`src/hw/rtl/wlp_pkg.sv`:
```
// Package of constants, register codes and shared types for the weighing line parser.
package wlp_pkg;

    localparam int MAX_LINE   = 23;
    localparam int MAX_DIGITS = 10;

    localparam int BYTE_W   = 8;
    localparam int COUNT_W  = 5;
    localparam int WEIGHT_W = 16;
    localparam int CFG_W    = 5;

    localparam logic [BYTE_W-1:0] CHAR_NUL   = 8'h00;
    localparam logic [BYTE_W-1:0] CHAR_LF    = 8'h0A;
    localparam logic [BYTE_W-1:0] CHAR_COMMA = 8'h2C;
    localparam logic [BYTE_W-1:0] CHAR_T     = 8'h54;
    localparam logic [BYTE_W-1:0] CHAR_ZERO  = 8'h30;
    localparam logic [BYTE_W-1:0] CHAR_NINE  = 8'h39;

    localparam logic [2:0] TOKEN_MAX  = 3'd5;
    localparam logic [2:0] TOKEN_WGT  = 3'd3;
    localparam logic [1:0] FIRST_MAX  = 2'd2;

    localparam logic [3:0]       DISCARD_RESET = 4'd1;
    localparam logic [COUNT_W-1:0] MIN_RESET   = 5'd21;

    typedef enum logic [1:0] {
        REG_DISCARD_COUNT   = 2'd0,
        REG_MIN_LINE_LENGTH = 2'd1,
        REG_EXACT_LENGTH    = 2'd2,
        REG_SINGLE_CHANNEL  = 2'd3
    } cfg_index_t;

    // Summary of the line after the current byte, handed from the tokenizer to the top level.
    typedef struct packed {
        logic                closes;
        logic                has_token;
        logic                second_is_t;
        logic                line_has_value;
        logic [WEIGHT_W-1:0] value_accum;
    } line_info_t;

endpackage

```
`src/hw/rtl/wlp_interfaces.sv`:
```
// Handshake interfaces for the byte input, result output and configuration channels.
interface wlp_rx_if;
    import wlp_pkg::*;
    logic              valid;
    logic              ready;
    logic [BYTE_W-1:0] rx_byte;
    logic              channel_select;
    modport source (output valid, output rx_byte, output channel_select, input ready);
    modport sink   (input valid, input rx_byte, input channel_select, output ready);
endinterface

interface wlp_res_if;
    import wlp_pkg::*;
    logic                valid;
    logic                ready;
    logic                to_channel_one;
    logic [WEIGHT_W-1:0] weight;
    logic                is_stable;
    logic [WEIGHT_W-1:0] stable_weight;
    modport source (output valid, output to_channel_one, output weight, output is_stable,
                    output stable_weight, input ready);
    modport sink   (input valid, input to_channel_one, input weight, input is_stable,
                    input stable_weight, output ready);
endinterface

interface wlp_cfg_if;
    import wlp_pkg::*;
    logic             valid;
    logic             ready;
    cfg_index_t       index;
    logic [CFG_W-1:0] data;
    modport source (output valid, output index, output data, input ready);
    modport sink   (input valid, input index, input data, output ready);
endinterface

```
`src/hw/rtl/wlp_tokenizer.sv`:
```
// Line collector and comma tokenizer holding the per-line parse state.
module wlp_tokenizer (
    input  logic                           clk,
    input  logic                           rst_n,
    input  logic                           fire,
    input  logic [wlp_pkg::BYTE_W-1:0]     rx_byte,
    input  logic [wlp_pkg::COUNT_W-1:0]    min_line_length,
    input  logic                           exact_length,
    output wlp_pkg::line_info_t            info
);
    import wlp_pkg::*;

    logic [COUNT_W-1:0]  byte_count_reg;
    logic [2:0]          token_index_reg,     token_index_next;
    logic                in_token_reg,        in_token_next;
    logic [1:0]          first_token_pos_reg, first_token_pos_next;
    logic                second_is_t_reg,     second_is_t_next;
    logic                string_ended_reg,    string_ended_next;
    logic                line_has_value_reg,  line_has_value_next;
    logic [3:0]          digit_count_reg,     digit_count_next;
    logic [WEIGHT_W-1:0] value_accum_reg,     value_accum_next;
    logic                closes;
    logic                is_digit;
    logic                line_full;

    assign closes = (rx_byte == CHAR_LF) &&
                    (exact_length ? (byte_count_reg == min_line_length)
                                  : (byte_count_reg >= min_line_length));
    assign is_digit  = (rx_byte >= CHAR_ZERO) && (rx_byte <= CHAR_NINE);
    assign line_full = (byte_count_reg >= COUNT_W'(MAX_LINE));

    always_comb
    begin
        token_index_next     = token_index_reg;
        in_token_next        = in_token_reg;
        first_token_pos_next = first_token_pos_reg;
        second_is_t_next     = second_is_t_reg;
        string_ended_next    = string_ended_reg;
        line_has_value_next  = line_has_value_reg;
        digit_count_next     = digit_count_reg;
        value_accum_next     = value_accum_reg;
        if (!string_ended_reg)
        begin
            if (rx_byte == CHAR_NUL)
            begin
                string_ended_next = 1'b1;
            end
            else if (rx_byte == CHAR_COMMA)
            begin
                if (in_token_reg)
                begin
                    in_token_next = 1'b0;
                    if (token_index_reg < TOKEN_MAX)
                        token_index_next = token_index_reg + 3'd1;
                end
            end
            else
            begin
                if (!in_token_reg)
                begin
                    in_token_next = 1'b1;
                    if (token_index_reg == 3'd0)
                    begin
                        first_token_pos_next = 2'd0;
                        second_is_t_next     = 1'b0;
                    end
                    else if (token_index_reg == TOKEN_WGT)
                    begin
                        line_has_value_next = 1'b1;
                        value_accum_next    = '0;
                        digit_count_next    = '0;
                    end
                end
                if (token_index_reg == 3'd0)
                begin
                    if (first_token_pos_next == 2'd1 && rx_byte == CHAR_T)
                        second_is_t_next = 1'b1;
                    if (first_token_pos_next < FIRST_MAX)
                        first_token_pos_next = first_token_pos_next + 2'd1;
                end
                else if (token_index_reg == TOKEN_WGT)
                begin
                    if (is_digit && digit_count_next < 4'(MAX_DIGITS))
                    begin
                        value_accum_next = {value_accum_next[WEIGHT_W-4:0], 3'b000}
                                         + {value_accum_next[WEIGHT_W-2:0], 1'b0}
                                         + WEIGHT_W'(rx_byte - CHAR_ZERO);
                        digit_count_next = digit_count_next + 4'd1;
                    end
                end
            end
        end
    end

    always_ff @(posedge clk or negedge rst_n)
    begin
        if (!rst_n)
        begin
            byte_count_reg      <= '0;
            token_index_reg     <= '0;
            in_token_reg        <= 1'b0;
            first_token_pos_reg <= '0;
            second_is_t_reg     <= 1'b0;
            string_ended_reg    <= 1'b0;
            line_has_value_reg  <= 1'b0;
            digit_count_reg     <= '0;
            value_accum_reg     <= '0;
        end
        else if (fire)
        begin
            if (closes || line_full)
            begin
                byte_count_reg      <= '0;
                token_index_reg     <= '0;
                in_token_reg        <= 1'b0;
                first_token_pos_reg <= '0;
                second_is_t_reg     <= 1'b0;
                string_ended_reg    <= 1'b0;
                line_has_value_reg  <= 1'b0;
                digit_count_reg     <= '0;
                value_accum_reg     <= '0;
            end
            else
            begin
                byte_count_reg      <= byte_count_reg + COUNT_W'(1);
                token_index_reg     <= token_index_next;
                in_token_reg        <= in_token_next;
                first_token_pos_reg <= first_token_pos_next;
                second_is_t_reg     <= second_is_t_next;
                string_ended_reg    <= string_ended_next;
                line_has_value_reg  <= line_has_value_next;
                digit_count_reg     <= digit_count_next;
                value_accum_reg     <= value_accum_next;
            end
        end
    end

    assign info.closes         = closes;
    assign info.has_token      = (token_index_next != 3'd0) || in_token_next;
    assign info.second_is_t    = second_is_t_next;
    assign info.line_has_value = line_has_value_next;
    assign info.value_accum    = value_accum_next;

endmodule

```
`src/hw/rtl/weighing_line_parser.sv`:
```
// Top level of the weighing line parser: channel routing, discards, weights and result register.
//
//  Channel | Role   | Payload                                       | Transaction
//  --------+--------+-----------------------------------------------+---------------------------
//  rx      | sink   | rx_byte, channel_select                       | one received byte
//  res     | source | to_channel_one, weight, is_stable, stable_wgt | one parsed line
//  cfg     | sink   | index, data                                   | one register write
//
// A byte may be taken on every clock edge while rx is not stalled.
// The only storage in the path is the line state and one result register, which
// lets the next byte in while a result waits, so rx stalls only when a result is
// held and res.ready is low. The configuration port is always ready.
// Reset clears all parse state and loads the register defaults (discard count one,
// minimum line length twenty-one).
module weighing_line_parser (
    input  logic      clk,
    input  logic      rst_n,
    wlp_rx_if.sink    rx,
    wlp_res_if.source res,
    wlp_cfg_if.sink   cfg
);
    import wlp_pkg::*;

    // Configuration registers.
    logic [3:0]          discard_count_reg;
    logic [COUNT_W-1:0]  min_line_length_reg;
    logic                exact_length_reg;
    logic                single_channel_reg;

    // Cross-line state.
    logic                old_select_reg;
    logic [3:0]          discard_left_reg;
    logic [WEIGHT_W-1:0] last_value_reg;
    logic                stable_mark_reg;
    logic [WEIGHT_W-1:0] stable_weights_reg [2];

    // Result register.
    logic                out_valid_reg;
    logic                out_ch_one_reg;
    logic [WEIGHT_W-1:0] out_weight_reg;
    logic                out_stable_reg;
    logic [WEIGHT_W-1:0] out_stable_weight_reg;

    line_info_t          info;
    logic                rx_fire;
    logic                res_fire;
    logic                emit;
    logic                ch_one;
    logic                sw_idx;
    logic                mark_next;
    logic [WEIGHT_W-1:0] value_next;
    logic [WEIGHT_W-1:0] stable_weight_next;

    // The result register frees up in the same cycle that the sink takes it.
    assign rx.ready  = !out_valid_reg || res.ready;
    assign rx_fire   = rx.valid && rx.ready;
    assign res_fire  = res.valid && res.ready;
    assign cfg.ready = 1'b1;

    wlp_tokenizer u_tokenizer (
        .clk             (clk),
        .rst_n           (rst_n),
        .fire            (rx_fire),
        .rx_byte         (rx.rx_byte),
        .min_line_length (min_line_length_reg),
        .exact_length    (exact_length_reg),
        .info            (info)
    );

    // A closed line yields a result unless a channel change or a pending discard
    // swallows it; single channel mode bypasses both and routes to channel one.
    always_comb
    begin
        emit   = 1'b0;
        ch_one = 1'b1;
        if (rx_fire && info.closes)
        begin
            if (single_channel_reg)
            begin
                emit = 1'b1;
            end
            else if (old_select_reg == rx.channel_select && discard_left_reg == 4'd0)
            begin
                emit   = 1'b1;
                ch_one = rx.channel_select;
            end
        end
    end

    // A line with no token keeps the previous stable flag; a line without a
    // fourth token repeats the previous weight.
    assign sw_idx             = !ch_one;
    assign mark_next          = info.has_token ? info.second_is_t : stable_mark_reg;
    assign value_next         = info.line_has_value ? info.value_accum : last_value_reg;
    assign stable_weight_next = mark_next ? value_next : stable_weights_reg[sw_idx];

    always_ff @(posedge clk or negedge rst_n)
    begin
        if (!rst_n)
        begin
            discard_count_reg   <= DISCARD_RESET;
            min_line_length_reg <= MIN_RESET;
            exact_length_reg    <= 1'b0;
            single_channel_reg  <= 1'b0;
        end
        else if (cfg.valid && cfg.ready)
        begin
            case (cfg.index)
                REG_DISCARD_COUNT:   discard_count_reg   <= cfg.data[3:0];
                REG_MIN_LINE_LENGTH: min_line_length_reg <= cfg.data;
                REG_EXACT_LENGTH:    exact_length_reg    <= cfg.data[0];
                REG_SINGLE_CHANNEL:  single_channel_reg  <= cfg.data[0];
                default:             ;
            endcase
        end
    end

    always_ff @(posedge clk or negedge rst_n)
    begin
        if (!rst_n)
        begin
            old_select_reg        <= 1'b0;
            discard_left_reg      <= '0;
            last_value_reg        <= '0;
            stable_mark_reg       <= 1'b0;
            stable_weights_reg[0] <= '0;
            stable_weights_reg[1] <= '0;
        end
        else if (rx_fire && info.closes)
        begin
            if (emit)
            begin
                last_value_reg  <= value_next;
                stable_mark_reg <= mark_next;
                if (mark_next)
                    stable_weights_reg[sw_idx] <= value_next;
            end
            else if (old_select_reg != rx.channel_select)
            begin
                old_select_reg   <= rx.channel_select;
                discard_left_reg <= discard_count_reg;
            end
            else
            begin
                discard_left_reg <= discard_left_reg - 4'd1;
            end
        end
    end

    always_ff @(posedge clk or negedge rst_n)
    begin
        if (!rst_n)
            out_valid_reg <= 1'b0;
        else if (emit)
            out_valid_reg <= 1'b1;
        else if (res_fire)
            out_valid_reg <= 1'b0;
    end

    always_ff @(posedge clk)
    begin
        if (emit)
        begin
            out_ch_one_reg        <= ch_one;
            out_weight_reg        <= value_next;
            out_stable_reg        <= mark_next;
            out_stable_weight_reg <= stable_weight_next;
        end
    end

    assign res.valid          = out_valid_reg;
    assign res.to_channel_one = out_ch_one_reg;
    assign res.weight         = out_weight_reg;
    assign res.is_stable      = out_stable_reg;
    assign res.stable_weight  = out_stable_weight_reg;

    // A stable line stores its own weight, so both values must agree.
    a_stable_matches: assert property (@(posedge clk) disable iff (!rst_n)
        (out_valid_reg && out_stable_reg) |-> (out_stable_weight_reg == out_weight_reg))
        else $error("stable weight differs from weight on a stable line");

    // A new result only ever follows a byte that closed a line.
    a_result_from_close: assert property (@(posedge clk) disable iff (!rst_n)
        $rose(out_valid_reg) |-> $past(rx_fire && info.closes))
        else $error("result appeared without a closing line feed");

    // The discard counter moves only on a closed line.
    a_discard_on_close: assert property (@(posedge clk) disable iff (!rst_n)
        (discard_left_reg != $past(discard_left_reg)) |-> $past(rx_fire && info.closes))
        else $error("discard counter changed without a closed line");

    // A held result that is not taken must block further bytes.
    a_stall_blocks: assert property (@(posedge clk) disable iff (!rst_n)
        (out_valid_reg && !res.ready) |-> !rx_fire)
        else $error("byte accepted while a result was stalled");

endmodule

```
`src/flat_wrapper.sv`:
```
// flat-port wrapper written by rule: the top's interface ports become plain ports
module weighing_line_parser_flat import wlp_pkg::*;
  (clk, rst_n, rx_valid, rx_rx_byte, rx_channel_select, rx_ready, res_valid, res_to_channel_one, res_weight, res_is_stable, res_stable_weight, res_ready, cfg_valid, cfg_index, cfg_data, cfg_ready);
  wlp_rx_if rx_i ();
  wlp_res_if res_i ();
  wlp_cfg_if cfg_i ();
  input  logic clk;
  input  logic rst_n;
  input wire logic [$bits(rx_i.valid)-1:0] rx_valid;
  input wire logic [$bits(rx_i.rx_byte)-1:0] rx_rx_byte;
  input wire logic [$bits(rx_i.channel_select)-1:0] rx_channel_select;
  output wire logic [$bits(rx_i.ready)-1:0] rx_ready;
  output wire logic [$bits(res_i.valid)-1:0] res_valid;
  output wire logic [$bits(res_i.to_channel_one)-1:0] res_to_channel_one;
  output wire logic [$bits(res_i.weight)-1:0] res_weight;
  output wire logic [$bits(res_i.is_stable)-1:0] res_is_stable;
  output wire logic [$bits(res_i.stable_weight)-1:0] res_stable_weight;
  input wire logic [$bits(res_i.ready)-1:0] res_ready;
  input wire logic [$bits(cfg_i.valid)-1:0] cfg_valid;
  input wire logic [$bits(cfg_i.index)-1:0] cfg_index;
  input wire logic [$bits(cfg_i.data)-1:0] cfg_data;
  output wire logic [$bits(cfg_i.ready)-1:0] cfg_ready;
  assign rx_i.valid = rx_valid;
  assign rx_i.rx_byte = rx_rx_byte;
  assign rx_i.channel_select = rx_channel_select;
  assign rx_ready = rx_i.ready;
  assign res_valid = res_i.valid;
  assign res_to_channel_one = res_i.to_channel_one;
  assign res_weight = res_i.weight;
  assign res_is_stable = res_i.is_stable;
  assign res_stable_weight = res_i.stable_weight;
  assign res_i.ready = res_ready;
  assign cfg_i.valid = cfg_valid;
  assign cfg_i.index = cfg_index;
  assign cfg_i.data = cfg_data;
  assign cfg_ready = cfg_i.ready;
  weighing_line_parser u_core (.clk(clk), .rst_n(rst_n), .rx(rx_i), .res(res_i), .cfg(cfg_i));
endmodule
```
`config.mk`:
```
export PLATFORM = sky130hd
export DESIGN_NAME = weighing_line_parser_flat
export DESIGN_NICKNAME = d
export VERILOG_FILES = /design/src/hw/rtl/wlp_pkg.sv /design/src/hw/rtl/wlp_interfaces.sv /design/src/hw/rtl/wlp_tokenizer.sv /design/src/hw/rtl/weighing_line_parser.sv /design/src/flat_wrapper.sv
export SDC_FILE = /design/constraint.sdc
export NUM_CORES = 1
export LEC_CHECK = 0
export BUFFER_PORTS_ARGS = -buffer_cell sky130_fd_sc_hd__buf_2
export CAP_MARGIN = 10
export CORE_MARGIN = 2
export CORE_UTILIZATION = 50
export CTS_CLUSTER_DIAMETER = 80
export DETAILED_ROUTE_END_ITERATION = 16
export GPL_TIMING_DRIVEN = 0
export PLACE_DENSITY_LB_ADDON = 0.25
export SYNTH_ARGS = -nofsm -noshare
export SYNTH_HDL_FRONTEND = slang
export SYNTH_SLANG_ARGS = --single-unit
export TNS_END_PERCENT = 30
```
`constraint.sdc`:
```
create_clock -name clk -period 7.5 [get_ports clk]
set_input_delay 1.125 -clock clk [delete_from_list [all_inputs] [get_ports clk]]
set_output_delay 1.125 -clock clk [all_outputs]
set_load 0.03 [all_outputs]
```
==> impl_metrics.csv <==
group,metric,value,unit
floorplan,top_level_ports,58,
cts,cts_sinks,134,
synth,synth_top_cell_by_area,"dfrtp_1",
finish,fill_cells,1234,
finish,final_area,0.008705,mm^2
detailed_routing,first_pass_iters,6,
sta,worstMarginPinSlew,0.9721,ns
synth,post-synth-top-area-fraction,31.64,%
synth,netlist_area,0.007592,mm^2
cts,holdBufCountCts,0,
finish,final_common_cell,"dfrtp_1",
cts,cts_setup_buffers,0,
detailed_routing,drt-initial-drc-count,439,
global_routing,grt_remaining_overflow,0,
sta,setup_violations,0,
sta,drv_slew,0,
finish,fin_nets,851,
sta,fin_crit_sh,67.50,%
worst_setup_path,crit_chain,"inv_1 -> ha_1 -> nand2b_1 -> nand3_1 -> clkbuf_1 -> and2_1 -> ha_1 -> a31o_2 -> ha_1 -> nor2b_1 -> o31a_1 -> o31ai_1 -> nor2_1 -> a311oi_1 -> o221ai_1 -> o21a_1",
cts,cts_buffers,17,
synth,yosys_warnings,0,
sta,finClkSkew,0.007598,ns
sta,min_period,5.063,ns
worst_setup_path,cp_slowest_cell,"a311oi_1",
synth,synth_enable_flop_cells,34,
global_routing,grt_use_total,21.48,%
worst_setup_path,cp_top_family,"compound AO/OA/AOI/OAI gates",
detailed_routing,antenna_left,0,
sta,hold_viol_final,0,
worst_setup_path,path_buf_inv,2,
floorplan,die_w,127.2,um
cts,cts_resized,0,
detailed_routing,wl,16.66,mm
pwr,vdd_drop_max,0.1780,mV
cts,htree_num_levels,4,
floorplan,placementRows,45,
placed_design,dp_cells,953,
worst_setup_path,endpoint_kind,"flip-flop",
detailed_routing,vias_per_cell,5.785,
worst_setup_path,required,7.66,ns
placed_design,gp_congestion,0.9264,
finish,syn_to_final_growth,14.65,%
placed_design,hpwl,12.23,mm
floorplan,fp.dieArea,0.01619,mm^2
sta,tns,0,ns
sta,rsz0062_at_grt,"false",
synth,synth_nets,775,
placed_design,placed_area,0.008138,mm^2
worst_setup_path,cp.arrival,5.23,ns
global_routing,grt_pass1_vias,5670,
worst_setup_path,timing_worst_setup_path_type,"flip-flop to flip-flop",
sta,timing.fmax,0.1975,GHz
pwr,p_per_area,211.2,mW/mm^2
finish,diodes,0,
floorplan,die_h,127.2,um
finish,multi_input_area,0.003756,mm^2
synth,ys.flop_type,"dfrtp_1",
worst_setup_path,crit_path_max_fanout,10,
detailed_routing,wl_per_cell,16.91,um
pwr,leakage,0.004091,uW
cts,cts_tree,"done",
finish,fin_cells,985,
global_routing,grt_max_degree,55,
cts,path_clk_slew,0.06,ns
detailed_routing,via_count,5698,
floorplan,fp.coreArea,0.01503,mm^2
synth,syn_area_per_cell,10.72,um^2
finish,regArea,0.003528,mm^2
finish,drive_gt1_share,21.58,%
cts,insertion_delay,0.41,ns
worst_setup_path,critPathLaunchType,"flip-flop",
hold_path,hp-class,"flip-flop to flip-flop",
synth,yosysSeqAreaShare,46.47,%
global_routing,antenna_found_initial,0,
finish,fin_util,57.90,%
run,max_cap_viol_count,0,
placed_design,numPortBuffers,56,
outcome,outcome,"finished, final reports clean",
worst_setup_path,cp_slowest_stage_delay,0.52,ns
synth,async_flop_share,74.63,%
cts,clockBufferDepth,2,
cts,clock-root-buffer,"clkbuf_16",
synth,ys_types,75,
sta,slew_headroom,34.69,%
floorplan,start_util,50.50,%
finish,layout_common_cells,"dfrtp_1 (96), nand2_1 (67), buf_2 (57)",
finish,largest_register_ffs,32,
synth,ys_ff_latch,134,
global_routing,grt_pass1_wl,27.68,mm
worst_setup_path,crit_top_cell,"ha_1",
detailed_routing,drc,0,
synth,yosys-top-cells-area,"dfrtp_1 (32%), edfxtp_1 (13%), mux2_2 (6.4%), ha_1 (5.8%), nand2_1 (3.3%)",
synth,postSynthCellCount,708,
## through the flow
stage / total power [uW] / setup slack (ns) / hold WS, ns
after global routing: 1920 / 2.090 / 0.5172
after floorplan: 981.1 / 3.095 / 0.4418
final: 1839 / 2.437 / 0.4897
after detailed placement: 1062 / 2.367 / 0.4778
after CTS: 1846 / 2.463 / 0.4933
after global placement: 1048 / 2.430 / 0.4603
## path summary, 6_finish.rpt
check / startpoint / endpoint / slack, ns / depth (start not counted)
setup / recovery: u_core.u_tokenizer.token_index_reg[0] / u_core.res.stable_weight[12] / 2.44 / 16
hold / removal: u_core.u_tokenizer.first_token_pos_reg[0] / u_core.u_tokenizer.first_token_pos_reg[0] / 0.49 / 2
setup reg to reg: u_core.u_tokenizer.token_index_reg[0] / u_core.res.stable_weight[12] / 2.44 / 16
hold reg to reg: u_core.u_tokenizer.first_token_pos_reg[0] / u_core.u_tokenizer.first_token_pos_reg[0] / 0.49 / 2
max in group asynchronous: rst_n / u_core.stable_weights_reg[11] / 6.10 / 2
min in group asynchronous: rst_n / u_core.discard_count_reg[3] / 0.73 / 1
## where the power goes
part,internal [uW],switching [uW],leakage [uW]
registers,782,29.7,0.00167
logic,85.7,153,0.00217
clock network,466,323,0.000259
total,1330,505,0.00409
## layer usage
metal	routed length [um]	track usage, %	vias up
li1	-	-	2711
met1	7416	27.78	2823
met2	8281	36.46	141
met3	669	4.816	23
met4	290	6.335	0
met5	0	0	-
## synth_stat cells (3+ instances only)
cell type,n
dfrtp_1,96
nand2_1,67
nor2_1,50
o21ai_0,45
mux2_2,43
inv_1,37
ha_1,35
edfxtp_1,34
a21oi_1,32
nand3_1,20
mux2i_1,18
a21o_1,16
and2_1,15
clkbuf_1,14
nor3_1,13
fa_1,11
a31oi_1,10
mux2_4,10
xnor2_1,10
o21a_1,8
and3_1,7
xor2_1,7
a32o_1,6
nand2b_1,6
a22o_1,5
o211ai_1,5
a211oi_1,4
buf_6,4
dfstp_2,4
o31ai_1,4
a221oi_1,3
nor2b_1,3
o21ai_1,3
o22ai_1,3
or2_2,3
or3_1,3
## final cells by class
type,count,area share (%)
timing repair buffer,57,3.565
buffer,26,1.854
clock buffer,18,5.045
clock inverter,14,1.466
multi-input combinational,509,43.15
tap,188,2.702
inverter,39,1.682
sequential,134,40.53
## logic make-up (layout without fill, tap and decap cells)
logic type | count (synthesis) | after routing | share of synthesized area [%]
compound gates | 165 | 165 | 14.49
buf+inv | 65 | 154 | 4.054
xor+xnor | 17 | 17 | 1.961
fa+ha+maj | 46 | 46 | 8.668
mux | 72 | 72 | 10.91
flops | 134 | 134 | 46.47
simple gates | 208 | 208 | 13.40
other cells | 1 | 1 | 0.04939
## worst register-to-register path: cells and delay by family, from the launching register on
kind,cells,cell delay (ns)
adders and majority gates,3,0.85
DFF,1,0.44
and+or+nand+nor,5,1.03
AOI/OAI and AO/OA,6,2.10
buffers and inverters,2,0.41
No activity file was read; power rests on OpenSTA's default activity.
